<file path="config.mk">
export PLATFORM = sky130hd
export DESIGN_NAME = cv_gate_pitch_calibrator_unit
export DESIGN_NICKNAME = d
export VERILOG_FILES = /design/src/rtl/core/cvgpc_pkg.sv /design/src/rtl/core/cv_gate_pitch_calibrator_unit.sv
export SDC_FILE = /design/constraint.sdc
export NUM_CORES = 2
export LEC_CHECK = 0
export ABC_AREA = 1
export BUFFER_PORTS_ARGS = -buffer_cell sky130_fd_sc_hd__buf_4
export CORE_MARGIN = 5
export CORE_UTILIZATION = 40
export DETAILED_ROUTE_END_ITERATION = 8
export SLEW_MARGIN = 30
export SYNTH_ARGS = -nofsm -noshare
export SYNTH_HDL_FRONTEND = slang
export SYNTH_SLANG_ARGS = --single-unit
</file>
<file path="constraint.sdc">
create_clock -name i_clk -period 4.74 [get_ports i_clk]
set_input_delay 0.474 -clock i_clk [delete_from_list [all_inputs] [get_ports i_clk]]
set_output_delay 0.474 -clock i_clk [all_outputs]
set_load 0.005 [all_outputs]
</file>
<file path="src/rtl/core/cvgpc_pkg.sv">
// Shared types and constants for the CV/gate pitch calibrator.
// Holds the request codes, result kinds, phase and sequencer encodings.
// No dependencies.
`timescale 1ns / 1ps

package cvgpc_pkg;

    // Default number of fraction bits of the semitone step
    localparam int CVGPC_STEP_FRAC_BITS = 16;

    // Field widths
    localparam int CVGPC_SAMPLE_W   = 12;
    localparam int CVGPC_RUN_W      = 16;
    localparam int CVGPC_SUM_W      = 28;
    localparam int CVGPC_CNT_W      = 16;
    localparam int CVGPC_NOTE_IDX_W = 7;
    localparam int CVGPC_VALUE_W    = 16;
    localparam int CVGPC_CFG_IDX_W  = 1;
    localparam int CVGPC_CFG_DATA_W = 16;

    // Register reset values
    localparam logic [15:0] CVGPC_DEBOUNCE_RST = 16'd50000;
    localparam logic [11:0] CVGPC_REJECT_RST   = 12'd3000;

    // Pitch constants: C4 note number, semitones per octave, C4 to G4
    localparam logic [7:0]  CVGPC_C4_NOTE    = 8'd48;
    localparam logic [15:0] CVGPC_SEMITONES  = 16'd12;
    localparam logic [3:0]  CVGPC_FIFTH_SEMI = 4'd7;

    // Register indexes
    localparam logic [CVGPC_CFG_IDX_W-1:0] REG_DEBOUNCE = 1'b0;
    localparam logic [CVGPC_CFG_IDX_W-1:0] REG_REJECT   = 1'b1;

    // Reference note slots
    localparam logic [1:0] SLOT_C4   = 2'd0;
    localparam logic [1:0] SLOT_G4   = 2'd1;
    localparam logic [1:0] SLOT_C5   = 2'd2;
    localparam logic [1:0] SLOT_DONE = 2'd3;

    typedef enum logic [1:0] {
        OP_TICK    = 2'd0,
        OP_READ    = 2'd1,
        OP_RESTART = 2'd2,
        OP_NOP     = 2'd3
    } t_op;

    typedef enum logic [2:0] {
        KIND_NONE       = 3'd0,
        KIND_CAPTURED   = 3'd1,
        KIND_CALIBRATED = 3'd2,
        KIND_FAILED     = 3'd3,
        KIND_READ       = 3'd4,
        KIND_REFUSED    = 3'd5
    } t_kind;

    typedef enum logic [2:0] {
        PH_WAIT_LOW  = 3'd0,
        PH_WAIT_HIGH = 3'd1,
        PH_CAPTURE   = 3'd2,
        PH_REJECTED  = 3'd3,
        PH_RELEASE   = 3'd4,
        PH_DONE_OK   = 3'd5,
        PH_DONE_FAIL = 3'd6
    } t_phase;

    typedef enum logic [2:0] {
        SQ_IDLE      = 3'd0,
        SQ_AVG_DIV   = 3'd1,
        SQ_STEP_DIV  = 3'd2,
        SQ_ERR       = 3'd3,
        SQ_CHECK     = 3'd4,
        SQ_READ_MUL  = 3'd5,
        SQ_READ_SUM  = 3'd6,
        SQ_READ_OUT  = 3'd7
    } t_seq;

endpackage

</file>
<file path="src/rtl/core/cv_gate_pitch_calibrator_unit.sv">
// A plain tick, restart or refused read gives its result in the cycle after the request.
// A tick that completes a note runs the averaging divide; the tick that completes the third
// release runs the step divide, then the error and check states; a note read goes through the
// multiply, sum and output states. One request at a time; the serial divider is shared, one
// quotient bit per cycle. Reset is synchronous, active low: control and config registers
// return to defaults, calibration restarts at wait-for-gate-low. Depends on cvgpc_pkg.
`timescale 1ns / 1ps

module cv_gate_pitch_calibrator_unit
    import cvgpc_pkg::*;
#(
    parameter int STEP_FRACTION_BITS = CVGPC_STEP_FRAC_BITS
) (
    input  logic                               i_clk,
    input  logic                               i_rst_n,
    // request channel
    input  logic                               i_in_valid,
    output logic                               o_in_ready,
    input  logic [1:0]                         i_op,
    input  logic                               i_gate,
    input  logic [CVGPC_SAMPLE_W-1:0]          i_sample,
    input  logic [CVGPC_NOTE_IDX_W-1:0]        i_note_index,
    // result channel
    output logic                               o_out_valid,
    input  logic                               i_out_ready,
    output logic [2:0]                         o_kind,
    output logic [1:0]                         o_note_slot,
    output logic signed [CVGPC_VALUE_W-1:0]    o_value,
    // configuration write port
    input  logic                               i_cfg_we,
    input  logic [CVGPC_CFG_IDX_W-1:0]         i_cfg_index,
    input  logic [CVGPC_CFG_DATA_W-1:0]        i_cfg_data
);

    localparam int F      = STEP_FRACTION_BITS;
    localparam int STEP_W = F + 10;
    localparam int ERR_W  = F + 14;
    localparam int P_W    = STEP_W + 8;
    localparam int Q_W    = STEP_W + 9;
    localparam int DIV_W  = (F + 12 > CVGPC_SUM_W) ? (F + 12) : CVGPC_SUM_W;
    localparam int DEN_W  = CVGPC_CNT_W;
    localparam int DCNT_W = $clog2(DIV_W + 1);

    localparam logic [Q_W-1:0] FRAC_MASK = {{(Q_W - F){1'b0}}, {F{1'b1}}};
    localparam logic signed [Q_W-1:0] SAT_HI = Q_W'(32'sd32767);
    localparam logic signed [Q_W-1:0] SAT_LO = Q_W'(-32'sd32768);

    // ---------------------------------------------------------------
    // State
    // ---------------------------------------------------------------
    t_seq   r_seq,   n_seq;
    t_phase r_phase, n_phase;

    logic [CVGPC_RUN_W-1:0]    r_run, n_run;
    logic [CVGPC_SUM_W-1:0]    r_sum, n_sum;
    logic [CVGPC_CNT_W-1:0]    r_cnt, n_cnt;
    logic [1:0]                r_slot, n_slot;
    logic [CVGPC_SAMPLE_W-1:0] r_note [3];
    logic                      n_note_we;
    logic [CVGPC_SAMPLE_W-1:0] n_note_val;
    logic signed [STEP_W-1:0]  r_step, n_step;
    logic                      r_step_neg, n_step_neg;
    logic signed [ERR_W-1:0]   r_err, n_err;
    logic signed [7:0]         r_offset, n_offset;
    logic signed [P_W-1:0]     r_prod, n_prod;
    logic signed [Q_W-1:0]     r_q, n_q;

    logic [15:0]               r_debounce;
    logic [CVGPC_SAMPLE_W-1:0] r_reject;

    logic                      r_out_valid, n_out_valid;
    t_kind                     r_kind, n_kind;
    logic [1:0]                r_out_slot, n_out_slot;
    logic [CVGPC_VALUE_W-1:0]  r_value, n_value;

    // shared serial divider
    logic [DEN_W-1:0]  r_div_rem;
    logic [DIV_W-1:0]  r_div_quo;
    logic [DEN_W-1:0]  r_div_den;
    logic [DCNT_W-1:0] r_div_left;
    logic              w_div_start;
    logic [DIV_W-1:0]  w_div_num;
    logic [DEN_W-1:0]  w_div_den;
    logic [DEN_W:0]    w_div_shift;
    logic [DEN_W+1:0]  w_div_diff;
    logic              w_div_borrow;

    // ---------------------------------------------------------------
    // Datapath helpers
    // ---------------------------------------------------------------
    logic                      w_in_fire;
    logic                      w_out_take;
    t_op                       w_op;
    logic [CVGPC_RUN_W-1:0]    w_run_base;
    logic [CVGPC_SUM_W-1:0]    w_sum_base;
    logic [CVGPC_CNT_W-1:0]    w_cnt_base;
    logic [CVGPC_RUN_W-1:0]    w_run_inc;
    logic                      w_in_window;
    logic [CVGPC_SUM_W-1:0]    w_sum_new;
    logic [CVGPC_CNT_W-1:0]    w_cnt_new;
    logic [CVGPC_RUN_W-1:0]    w_rel_inc;
    logic signed [12:0]        w_oct;
    logic [11:0]               w_oct_abs;
    logic signed [12:0]        w_n01;
    logic [DIV_W-1:0]          w_avg;
    logic signed [STEP_W-1:0]  w_step_q;
    logic [ERR_W-1:0]          w_abs_err;
    logic                      w_fail;
    logic [CVGPC_VALUE_W-1:0]  w_err_int;
    logic signed [Q_W-1:0]     w_q_adj;
    logic signed [Q_W-1:0]     w_q_int;

    assign w_in_fire  = i_in_valid && o_in_ready;
    assign w_out_take = r_out_valid && i_out_ready;
    assign w_op       = t_op'(i_op);

    // high-run accumulation; a run entered from wait-for-high starts clean
    assign w_run_base  = (r_phase == PH_WAIT_HIGH) ? '0 : r_run;
    assign w_sum_base  = (r_phase == PH_WAIT_HIGH) ? '0 : r_sum;
    assign w_cnt_base  = (r_phase == PH_WAIT_HIGH) ? '0 : r_cnt;
    assign w_run_inc   = (&w_run_base) ? w_run_base : w_run_base + 1'b1;
    assign w_in_window = w_run_inc > (r_debounce >> 2);
    assign w_sum_new   = w_in_window ? w_sum_base + CVGPC_SUM_W'(i_sample) : w_sum_base;
    assign w_cnt_new   = (w_in_window && !(&w_cnt_base)) ? w_cnt_base + 1'b1 : w_cnt_base;

    // low-run count during release
    assign w_rel_inc = (&r_run) ? r_run : r_run + 1'b1;

    // octave span and C4-G4 difference
    assign w_oct     = $signed({1'b0, r_note[SLOT_C5]}) - $signed({1'b0, r_note[SLOT_C4]});
    assign w_oct_abs = w_oct[12] ? 12'(-w_oct) : w_oct[11:0];
    assign w_n01     = $signed({1'b0, r_note[SLOT_C4]}) - $signed({1'b0, r_note[SLOT_G4]});

    // divider results
    assign w_avg    = (r_div_den == '0) ? '0 : r_div_quo;
    assign w_step_q = r_step_neg ? -$signed(STEP_W'(r_div_quo)) : $signed(STEP_W'(r_div_quo));

    // tolerance check: fail when twice the error exceeds the step
    assign w_abs_err = r_err[ERR_W-1] ? ERR_W'(-r_err) : ERR_W'(r_err);
    assign w_fail    = $signed({1'b0, w_abs_err, 1'b0}) > (ERR_W + 2)'(r_step);
    assign w_err_int = CVGPC_VALUE_W'(w_abs_err >> F);

    // read value, truncated toward zero
    assign w_q_adj = r_q + $signed(r_q[Q_W-1] ? FRAC_MASK : '0);
    assign w_q_int = w_q_adj >>> F;

    // ---------------------------------------------------------------
    // Sequencer: next state and outputs
    // ---------------------------------------------------------------
    always_comb begin
        n_seq       = r_seq;
        n_phase     = r_phase;
        n_run       = r_run;
        n_sum       = r_sum;
        n_cnt       = r_cnt;
        n_slot      = r_slot;
        n_note_we   = 1'b0;
        n_note_val  = w_avg[CVGPC_SAMPLE_W-1:0];
        n_step      = r_step;
        n_step_neg  = r_step_neg;
        n_err       = r_err;
        n_offset    = r_offset;
        n_prod      = r_prod;
        n_q         = r_q;
        n_out_valid = w_out_take ? 1'b0 : r_out_valid;
        n_kind      = r_kind;
        n_out_slot  = r_out_slot;
        n_value     = r_value;
        w_div_start = 1'b0;
        w_div_num   = DIV_W'(w_sum_new);
        w_div_den   = w_cnt_new;

        unique case (r_seq)
            SQ_IDLE: begin
                if (w_in_fire) begin
                    n_out_valid = 1'b1;
                    n_kind      = KIND_NONE;
                    n_out_slot  = SLOT_C4;
                    n_value     = '0;
                    unique case (w_op)
                        OP_READ: begin
                            if (r_phase == PH_DONE_OK) begin
                                n_out_valid = 1'b0;
                                n_offset    = $signed({1'b0, i_note_index}) - $signed(CVGPC_C4_NOTE);
                                n_seq       = SQ_READ_MUL;
                            end else begin
                                n_kind = KIND_REFUSED;
                            end
                        end
                        OP_RESTART: begin
                            n_phase = PH_WAIT_LOW;
                            n_run   = '0;
                            n_sum   = '0;
                            n_cnt   = '0;
                            n_slot  = SLOT_C4;
                            n_step  = '0;
                        end
                        OP_TICK: begin
                            unique case (r_phase)
                                PH_WAIT_LOW: begin
                                    if (!i_gate) n_phase = PH_WAIT_HIGH;
                                end
                                PH_WAIT_HIGH, PH_CAPTURE: begin
                                    if (!i_gate) begin
                                        n_run = '0;
                                        n_sum = '0;
                                        n_cnt = '0;
                                    end else if (w_run_inc >= r_debounce) begin
                                        // run accepted: average it on the divider
                                        n_phase     = PH_CAPTURE;
                                        n_run       = '0;
                                        n_sum       = '0;
                                        n_cnt       = '0;
                                        n_out_valid = 1'b0;
                                        w_div_start = 1'b1;
                                        n_seq       = SQ_AVG_DIV;
                                    end else begin
                                        n_phase = PH_CAPTURE;
                                        n_run   = w_run_inc;
                                        n_sum   = w_sum_new;
                                        n_cnt   = w_cnt_new;
                                    end
                                end
                                PH_REJECTED: begin
                                    if (!i_gate) begin
                                        n_run   = '0;
                                        n_sum   = '0;
                                        n_cnt   = '0;
                                        n_phase = PH_CAPTURE;
                                    end
                                end
                                PH_RELEASE: begin
                                    if (i_gate) begin
                                        n_run = '0;
                                    end else if (w_rel_inc >= r_debounce) begin
                                        n_run = '0;
                                        n_sum = '0;
                                        n_cnt = '0;
                                        if (r_slot == SLOT_C5) begin
                                            // last note released: step = octave / 12
                                            n_slot      = SLOT_DONE;
                                            n_step_neg  = w_oct[12];
                                            n_out_valid = 1'b0;
                                            w_div_start = 1'b1;
                                            w_div_num   = DIV_W'({w_oct_abs, {F{1'b0}}});
                                            w_div_den   = CVGPC_SEMITONES;
                                            n_seq       = SQ_STEP_DIV;
                                        end else begin
                                            n_slot  = r_slot + 1'b1;
                                            n_phase = PH_CAPTURE;
                                        end
                                    end else begin
                                        n_run = w_rel_inc;
                                    end
                                end
                                default: ;
                            endcase
                        end
                        default: ;
                    endcase
                end
            end
            SQ_AVG_DIV: begin
                if (r_div_left == '0) begin
                    n_seq       = SQ_IDLE;
                    n_out_valid = 1'b1;
                    n_kind      = KIND_NONE;
                    n_out_slot  = SLOT_C4;
                    n_value     = '0;
                    if (w_avg > DIV_W'(r_reject)) begin
                        n_phase = PH_REJECTED;
                    end else begin
                        n_note_we  = 1'b1;
                        n_kind     = KIND_CAPTURED;
                        n_out_slot = r_slot;
                        n_value    = CVGPC_VALUE_W'(w_avg[CVGPC_SAMPLE_W-1:0]);
                        n_phase    = PH_RELEASE;
                    end
                end
            end
            SQ_STEP_DIV: begin
                if (r_div_left == '0) begin
                    n_step = w_step_q;
                    n_seq  = SQ_ERR;
                end
            end
            SQ_ERR: begin
                // err = (C4 - G4) * 2^F + 7 * step
                n_err = (ERR_W'(w_n01) <<< F)
                      + ERR_W'(r_step) * $signed(ERR_W'(CVGPC_FIFTH_SEMI));
                n_seq = SQ_CHECK;
            end
            SQ_CHECK: begin
                n_seq       = SQ_IDLE;
                n_out_valid = 1'b1;
                n_out_slot  = SLOT_C4;
                if (w_fail) begin
                    n_phase = PH_DONE_FAIL;
                    n_kind  = KIND_FAILED;
                    n_value = r_err[ERR_W-1] ? -w_err_int : w_err_int;
                end else begin
                    n_phase = PH_DONE_OK;
                    n_kind  = KIND_CALIBRATED;
                    n_value = '0;
                end
            end
            SQ_READ_MUL: begin
                n_prod = P_W'(r_step) * P_W'(r_offset);
                n_seq  = SQ_READ_SUM;
            end
            SQ_READ_SUM: begin
                n_q   = (Q_W'($signed({1'b0, r_note[SLOT_C4]})) <<< F) + Q_W'(r_prod);
                n_seq = SQ_READ_OUT;
            end
            SQ_READ_OUT: begin
                n_seq       = SQ_IDLE;
                n_out_valid = 1'b1;
                n_kind      = KIND_READ;
                n_out_slot  = SLOT_C4;
                if (w_q_int > SAT_HI) begin
                    n_value = SAT_HI[CVGPC_VALUE_W-1:0];
                end else if (w_q_int < SAT_LO) begin
                    n_value = SAT_LO[CVGPC_VALUE_W-1:0];
                end else begin
                    n_value = w_q_int[CVGPC_VALUE_W-1:0];
                end
            end
            default: ;
        endcase
    end

    // ---------------------------------------------------------------
    // Sequencer and control registers
    // ---------------------------------------------------------------
    always_ff @(posedge i_clk) begin
        if (!i_rst_n) begin
            r_seq       <= SQ_IDLE;
            r_phase     <= PH_WAIT_LOW;
            r_run       <= '0;
            r_sum       <= '0;
            r_cnt       <= '0;
            r_slot      <= SLOT_C4;
            r_step      <= '0;
            r_out_valid <= 1'b0;
        end else begin
            r_seq       <= n_seq;
            r_phase     <= n_phase;
            r_run       <= n_run;
            r_sum       <= n_sum;
            r_cnt       <= n_cnt;
            r_slot      <= n_slot;
            r_step      <= n_step;
            r_out_valid <= n_out_valid;
        end
    end

    // payload registers
    always_ff @(posedge i_clk) begin
        r_step_neg <= n_step_neg;
        r_err      <= n_err;
        r_offset   <= n_offset;
        r_prod     <= n_prod;
        r_q        <= n_q;
        r_kind     <= n_kind;
        r_out_slot <= n_out_slot;
        r_value    <= n_value;
        if (n_note_we) r_note[r_slot] <= n_note_val;
    end

    // configuration registers
    always_ff @(posedge i_clk) begin
        if (!i_rst_n) begin
            r_debounce <= CVGPC_DEBOUNCE_RST;
            r_reject   <= CVGPC_REJECT_RST;
        end else if (i_cfg_we) begin
            unique case (i_cfg_index)
                REG_DEBOUNCE: r_debounce <= i_cfg_data;
                REG_REJECT:   r_reject   <= i_cfg_data[CVGPC_SAMPLE_W-1:0];
                default: ;
            endcase
        end
    end

    // ---------------------------------------------------------------
    // Shared restoring divider, one quotient bit per cycle
    // ---------------------------------------------------------------
    assign w_div_shift  = {r_div_rem, r_div_quo[DIV_W-1]};
    assign w_div_diff   = {1'b0, w_div_shift} - {2'b00, r_div_den};
    assign w_div_borrow = w_div_diff[DEN_W+1];

    always_ff @(posedge i_clk) begin
        if (!i_rst_n) begin
            r_div_left <= '0;
        end else if (w_div_start) begin
            r_div_left <= DCNT_W'(DIV_W);
        end else if (r_div_left != '0) begin
            r_div_left <= r_div_left - 1'b1;
        end
    end

    always_ff @(posedge i_clk) begin
        if (w_div_start) begin
            r_div_rem <= '0;
            r_div_quo <= w_div_num;
            r_div_den <= w_div_den;
        end else if (r_div_left != '0) begin
            r_div_rem <= w_div_borrow ? w_div_shift[DEN_W-1:0] : w_div_diff[DEN_W-1:0];
            r_div_quo <= {r_div_quo[DIV_W-2:0], ~w_div_borrow};
        end
    end

    // ---------------------------------------------------------------
    // Ports
    // ---------------------------------------------------------------
    assign o_in_ready  = (r_seq == SQ_IDLE) && (!r_out_valid || i_out_ready);
    assign o_out_valid = r_out_valid;
    assign o_kind      = r_kind;
    assign o_note_slot = r_out_slot;
    assign o_value     = $signed(r_value);

`ifndef SYNTHESIS
    // a long request never finds the result register occupied
    a_busy_out_empty: assert property (@(posedge i_clk) disable iff (!i_rst_n)
        (r_seq != SQ_IDLE) |-> !r_out_valid)
        else $error("result register full while sequencer busy");

    // divider runs only under a divide state
    a_div_owned: assert property (@(posedge i_clk) disable iff (!i_rst_n)
        (r_div_left != '0) |-> (r_seq == SQ_AVG_DIV || r_seq == SQ_STEP_DIV))
        else $error("divider active outside a divide step");

    // with the sequencer idle, capture phases always point at a real reference slot
    a_slot_range: assert property (@(posedge i_clk) disable iff (!i_rst_n)
        (r_seq == SQ_IDLE && (r_phase == PH_CAPTURE || r_phase == PH_REJECTED ||
         r_phase == PH_RELEASE)) |-> (r_slot != SLOT_DONE))
        else $error("capture phase with no slot left");

    // a finished calibration always has all three notes
    a_done_slot: assert property (@(posedge i_clk) disable iff (!i_rst_n)
        (r_phase == PH_DONE_OK || r_phase == PH_DONE_FAIL) |-> (r_slot == SLOT_DONE))
        else $error("calibration ended early");
`endif

endmodule
</file>
==> flow_results.xml <==
<?xml version="1.0" encoding="UTF-8"?>
<metrics>
  <group name="synthesis">
    <metric name="cells_after_synth" unit="">4749</metric>
    <metric name="synthArstFlopShare" unit="%">0</metric>
    <metric name="synth_cell_type_count" unit="">59</metric>
    <metric name="synth_nets" unit="">5308</metric>
    <metric name="mappedNetlistArea" unit="sq mm">0.0347</metric>
    <metric name="synth_seq_cells" unit="">353</metric>
    <metric name="yosysWarnings" unit="">0</metric>
    <metric name="syn-mean-instance-area" unit="sq um">7.31</metric>
    <metric name="number_of_synthesized_flops_with_an_enable_pin" unit="">209</metric>
    <metric name="synth.yosys.seq_area_share" unit="%">26.4</metric>
    <metric name="synth_ff_type" unit="">sky130_fd_sc_hd__edfxtp_1</metric>
  </group>
  <group name="drt">
    <metric name="detail_route.wl_per_cell" unit="microns">16.5</metric>
    <metric name="detailedRoute.firstIterationViolations" unit="">2111</metric>
    <metric name="routed_wirelength" unit="microns">101000</metric>
    <metric name="detailedRoute.firstPassIterationCount" unit="">6</metric>
    <metric name="detailroute.via_count" unit="">30400</metric>
    <metric name="drc" unit="">0</metric>
    <metric name="final_antenna_net_count" unit="">0</metric>
    <metric name="viasPerCell" unit="">4.98</metric>
  </group>
  <group name="die">
    <metric name="rows" unit="">108</metric>
    <metric name="fp.dieH" unit="microns">305</metric>
    <metric name="core_area" unit="sq mm">0.0865</metric>
    <metric name="io_pins" unit="">67</metric>
    <metric name="initial_utilization" unit="%">40.1</metric>
    <metric name="dieArea" unit="sq mm">0.0928</metric>
    <metric name="die-width" unit="microns">305</metric>
  </group>
  <group name="worst_setup_path">
    <metric name="worst-setup-path-type" unit="">flop to flop</metric>
    <metric name="crit_path_frequent_cell" unit="">sky130_fd_sc_hd__fa_1</metric>
    <metric name="timing.rr.start" unit="">r_offset[4]</metric>
    <metric name="critPathRequiredTime" unit="ps">5060</metric>
    <metric name="critical_path.slowest_cell" unit="">sky130_fd_sc_hd__fa_1</metric>
    <metric name="worst_path_fanout_max" unit="">15</metric>
    <metric name="cp-start-kind" unit="">flop</metric>
    <metric name="worstSetupEndpointType" unit="">flop</metric>
    <metric name="cp-startpoint" unit="">r_offset[4]</metric>
    <metric name="cp_cell_sequence" unit="">buf_6, buf_12, nand2_1, inv_1, fa_1, fa_1, fa_1, fa_1, ha_1, a21oi_1, inv_1, a31oi_2, o21ai_0, a221oi_1, nand2_1, xor2_1</metric>
    <metric name="slowest_stage_delay_on_critical_path" unit="ps">560</metric>
    <metric name="worst_path_arrival_time" unit="ps">4920</metric>
  </group>
  <group name="timing">
    <metric name="max_clock_freq" unit="MHz">218</metric>
    <metric name="report.final.slew_viol_count" unit="">0</metric>
    <metric name="min_period_over_period" unit="%">96.9</metric>
    <metric name="tightestPinTransition" unit="ps">899</metric>
    <metric name="unrepaired_setup_endpoints_after_global_routing" unit="">true</metric>
    <metric name="fin_worst_hold_slack" unit="ps">84.3</metric>
    <metric name="layout_setup_ws" unit="ps">146</metric>
    <metric name="setup-violations-final" unit="">0</metric>
    <metric name="clock_tree_skew_after_final_layout" unit="ps">30.3</metric>
    <metric name="maxSlewHeadroom" unit="%">39.9</metric>
    <metric name="final.min_clock_period" unit="ps">4590</metric>
    <metric name="hold_viol" unit="">0</metric>
  </group>
  <group name="min_path">
    <metric name="worstHoldPathType" unit="">primary input to flop</metric>
    <metric name="holdCritStartpoint" unit="">i_note_index[2]</metric>
  </group>
  <group name="placement">
    <metric name="dpl.hpwl" unit="microns">81600</metric>
    <metric name="gp_weighted_congestion" unit="">0.923</metric>
    <metric name="placement.io_buffers" unit="">66</metric>
    <metric name="placed_cells" unit="">6013</metric>
    <metric name="placement.cell_area" unit="sq mm">0.0376</metric>
    <metric name="dpl_worst_slack" unit="ps">-237</metric>
  </group>
  <group name="cts">
    <metric name="tritoncts.num_buffers" unit="">44</metric>
    <metric name="tritoncts" unit="">built</metric>
    <metric name="cts_root_buf" unit="">sky130_fd_sc_hd__clkbuf_16</metric>
    <metric name="clock_sink_count" unit="">353</metric>
    <metric name="insertion_delay" unit="ps">580</metric>
    <metric name="postCtsHoldBufs" unit="">0</metric>
    <metric name="htree_num_levels" unit="">2</metric>
    <metric name="ctsLongestPathBuffers" unit="">3</metric>
    <metric name="clock_transition_at_the_registers_of_the_reported_paths" unit="ps">60</metric>
  </group>
  <group name="finish">
    <metric name="antennaDiodeCount" unit="">0</metric>
    <metric name="seq_area" unit="sq mm">0.00917</metric>
    <metric name="multi_input_area" unit="sq mm">0.0221</metric>
    <metric name="layout.filler_cells" unit="">8756</metric>
    <metric name="drive_gt1_share" unit="%">9.47</metric>
    <metric name="post_layout_nonfiller_instances" unit="">6109</metric>
    <metric name="area_growth" unit="%">14.5</metric>
    <metric name="finish.instance_area" unit="sq mm">0.0398</metric>
    <metric name="design.final.nets" unit="">5478</metric>
  </group>
  <group name="power">
    <metric name="vdd_drop_max" unit="mV">0.252</metric>
    <metric name="pwr-share-comb" unit="%">36.9</metric>
    <metric name="power_density" unit="mW/mm^2">311</metric>
    <metric name="power.clock.fraction" unit="%">29.0</metric>
    <metric name="power.sequential.fraction" unit="%">34.0</metric>
    <metric name="switching_share" unit="%">37.5</metric>
    <metric name="power.switching" unit="mW">4.64</metric>
    <metric name="power.leakage" unit="nW">19.9</metric>
    <metric name="internal_power" unit="mW">7.72</metric>
  </group>
  <group name="global_routing">
    <metric name="grt_overflow_total" unit="">0</metric>
    <metric name="wire_length_of_the_first_global_routing_pass" unit="microns">160000</metric>
    <metric name="vias_in_the_first_global_route" unit="">29500</metric>
    <metric name="grt_antenna_before_repair" unit="">1</metric>
    <metric name="grt_max_degree" unit="">64</metric>
    <metric name="grt_usage" unit="%">21.1</metric>
  </group>
  <group name="run_status">
    <metric name="run_status" unit="">complete, no violations</metric>
  </group>
  <group name="job">
    <metric name="maxCapViolations" unit="">0</metric>
  </group>
</metrics>
[cells in the final DEF (no fill, tap or decap), types with 16 or more instances in the layout]
cell,n
sky130_fd_sc_hd__nand2_1,1241
sky130_fd_sc_hd__inv_1,856
sky130_fd_sc_hd__nor2_1,329
sky130_fd_sc_hd__a21oi_1,299
sky130_fd_sc_hd__ha_1,294
sky130_fd_sc_hd__nand3_1,262
sky130_fd_sc_hd__buf_4,230
sky130_fd_sc_hd__edfxtp_1,209
sky130_fd_sc_hd__fa_1,202
sky130_fd_sc_hd__o21ai_0,177
sky130_fd_sc_hd__dfxtp_1,138
sky130_fd_sc_hd__xor2_1,129
sky130_fd_sc_hd__xnor2_1,61
sky130_fd_sc_hd__nand4_1,57
sky130_fd_sc_hd__clkbuf_16,47
sky130_fd_sc_hd__nor3_1,43
sky130_fd_sc_hd__o211ai_1,27
sky130_fd_sc_hd__o21ai_1,27
sky130_fd_sc_hd__nand2_2,23
sky130_fd_sc_hd__a31oi_1,19
sky130_fd_sc_hd__a21o_1,16
sky130_fd_sc_hd__nand3b_1,16
sky130_fd_sc_hd__or2_2,16
sky130_fd_sc_hd__buf_12,16
[state kept, by name, indices dropped and copies added (netlist names), 2 cells and up]
name and flops:
r_prod 34, r_note 36, r_slot 2, o_kind 3, r_cnt 16, o_value 16, r_offset 8, o_note_slot 2
r_sum 28, r_debounce 16, r_step 26, r_err 30, r_run 16, r_div_rem 16, r_div_left 5, r_phase 3
r_reject 12, r_div_quo 28, r_seq 3, r_div_den 16, r_q 35
[path summary, 6_finish.rpt]
path / end / slack [ps] / cells past startpoint
hold / removal: r_offset[2] / 80 / 1
hold reg to reg: r_q[5] / 420 / 0
setup / recovery: r_prod[31] / 150 / 16
setup reg to reg: r_prod[31] / 150 / 16
[Yosys cell counts (19+ instances only)]
cell type	number	area (sq um)
sky130_fd_sc_hd__inv_1	861	3230
sky130_fd_sc_hd__xnor2_1	62	543
sky130_fd_sc_hd__nor3_1	50	250
sky130_fd_sc_hd__a31oi_1	24	150
sky130_fd_sc_hd__o21ai_1	19	95.1
sky130_fd_sc_hd__clkbuf_1	104	390
sky130_fd_sc_hd__nand2_1	1251	4700
sky130_fd_sc_hd__nor2_1	331	1240
sky130_fd_sc_hd__nand3_1	265	1330
sky130_fd_sc_hd__a21oi_1	305	1530
sky130_fd_sc_hd__o21ai_0	186	931
sky130_fd_sc_hd__fa_1	203	4060
sky130_fd_sc_hd__dfxtp_1	144	2880
sky130_fd_sc_hd__ha_1	312	3900
sky130_fd_sc_hd__nand4_1	57	357
sky130_fd_sc_hd__xor2_1	130	1140
sky130_fd_sc_hd__o211ai_1	27	203
sky130_fd_sc_hd__edfxtp_1	209	6280
[kinds of logic (layout without fill, tap and decap cells)]
logic type | count (synthesis) | count (layout) | share of synthesized area [%]
simple gates | 2042 | 2042 | 24.5
buf+inv | 1006 | 1211 | 11.1
compound gates | 641 | 641 | 10.2
fa+ha+maj | 515 | 515 | 23.0
flops | 353 | 353 | 26.4
xor+xnor | 192 | 192 | 4.84
[critical path: cells and delay by family (launching register included)]
kind	cells	cell delay, ps
adders and majority gates	5	2390
AOI/OAI and AO/OA	4	720
buffers and inverters	4	470
DFF	1	410
and+or+nand+nor	2	180
xor gates and xnor gates	1	160
[per-layer routing]
layer	track usage [%]	part of all wire, %	vias up
met1	29.2	46	14200
met3	2.01	3.7	140
li1	-	-	15500
met5	0	0.0080	-
met2	35.4	47	620
met4	6.17	3.4	2
[power by group through the flow]
| stage | logic, mW | registers, mW | clock network, mW |
|---|---|---|---|
| floorplan | 2.89 | 4.17 | 0 |
| global placement | 4.41 | 4.26 | 0 |
| detailed placement | 4.45 | 4.26 | 0 |
| CTS | 4.48 | 4.20 | 3.67 |
| global route | 5.12 | 4.25 | 3.80 |
| finish | 4.56 | 4.21 | 3.59 |
[timing repair]
item,in CTS,in global routing
pin swaps,3,34
gates cloned,0,2
resized for setup,12,86
buffers inserted,0,13
endpoints found under the setup margin,13,149
[cell type report]
| cell class | count | share of cell area, % |
|---|---|---|
| multi-input combinational | 3390 | 55.6 |
| sequential | 353 | 23.1 |
| inverter | 872 | 8.24 |
| timing repair buffer | 257 | 5.55 |
| tap | 1155 | 3.63 |
| clock buffer | 56 | 3.07 |
| clock inverter | 25 | 0.796 |
| timing repair inverter | 1 | 0.0189 |
[stage by stage]
step / TNS [ps] / utilization, % / power (mW)
6_report: 0 / 46.0 / 12.4
5_1_grt: -207 / 46.0 / 13.2
4_1_cts: 0 / 45.4 / 12.4
3_5_place_dp: -1790 / 43.5 / 8.70
3_3_place_gp: -1300 / 43.5 / 8.66
2_1_floorplan: -52.2 / - / 7.06
Note: power is estimated with default switching activity, not from simulation.
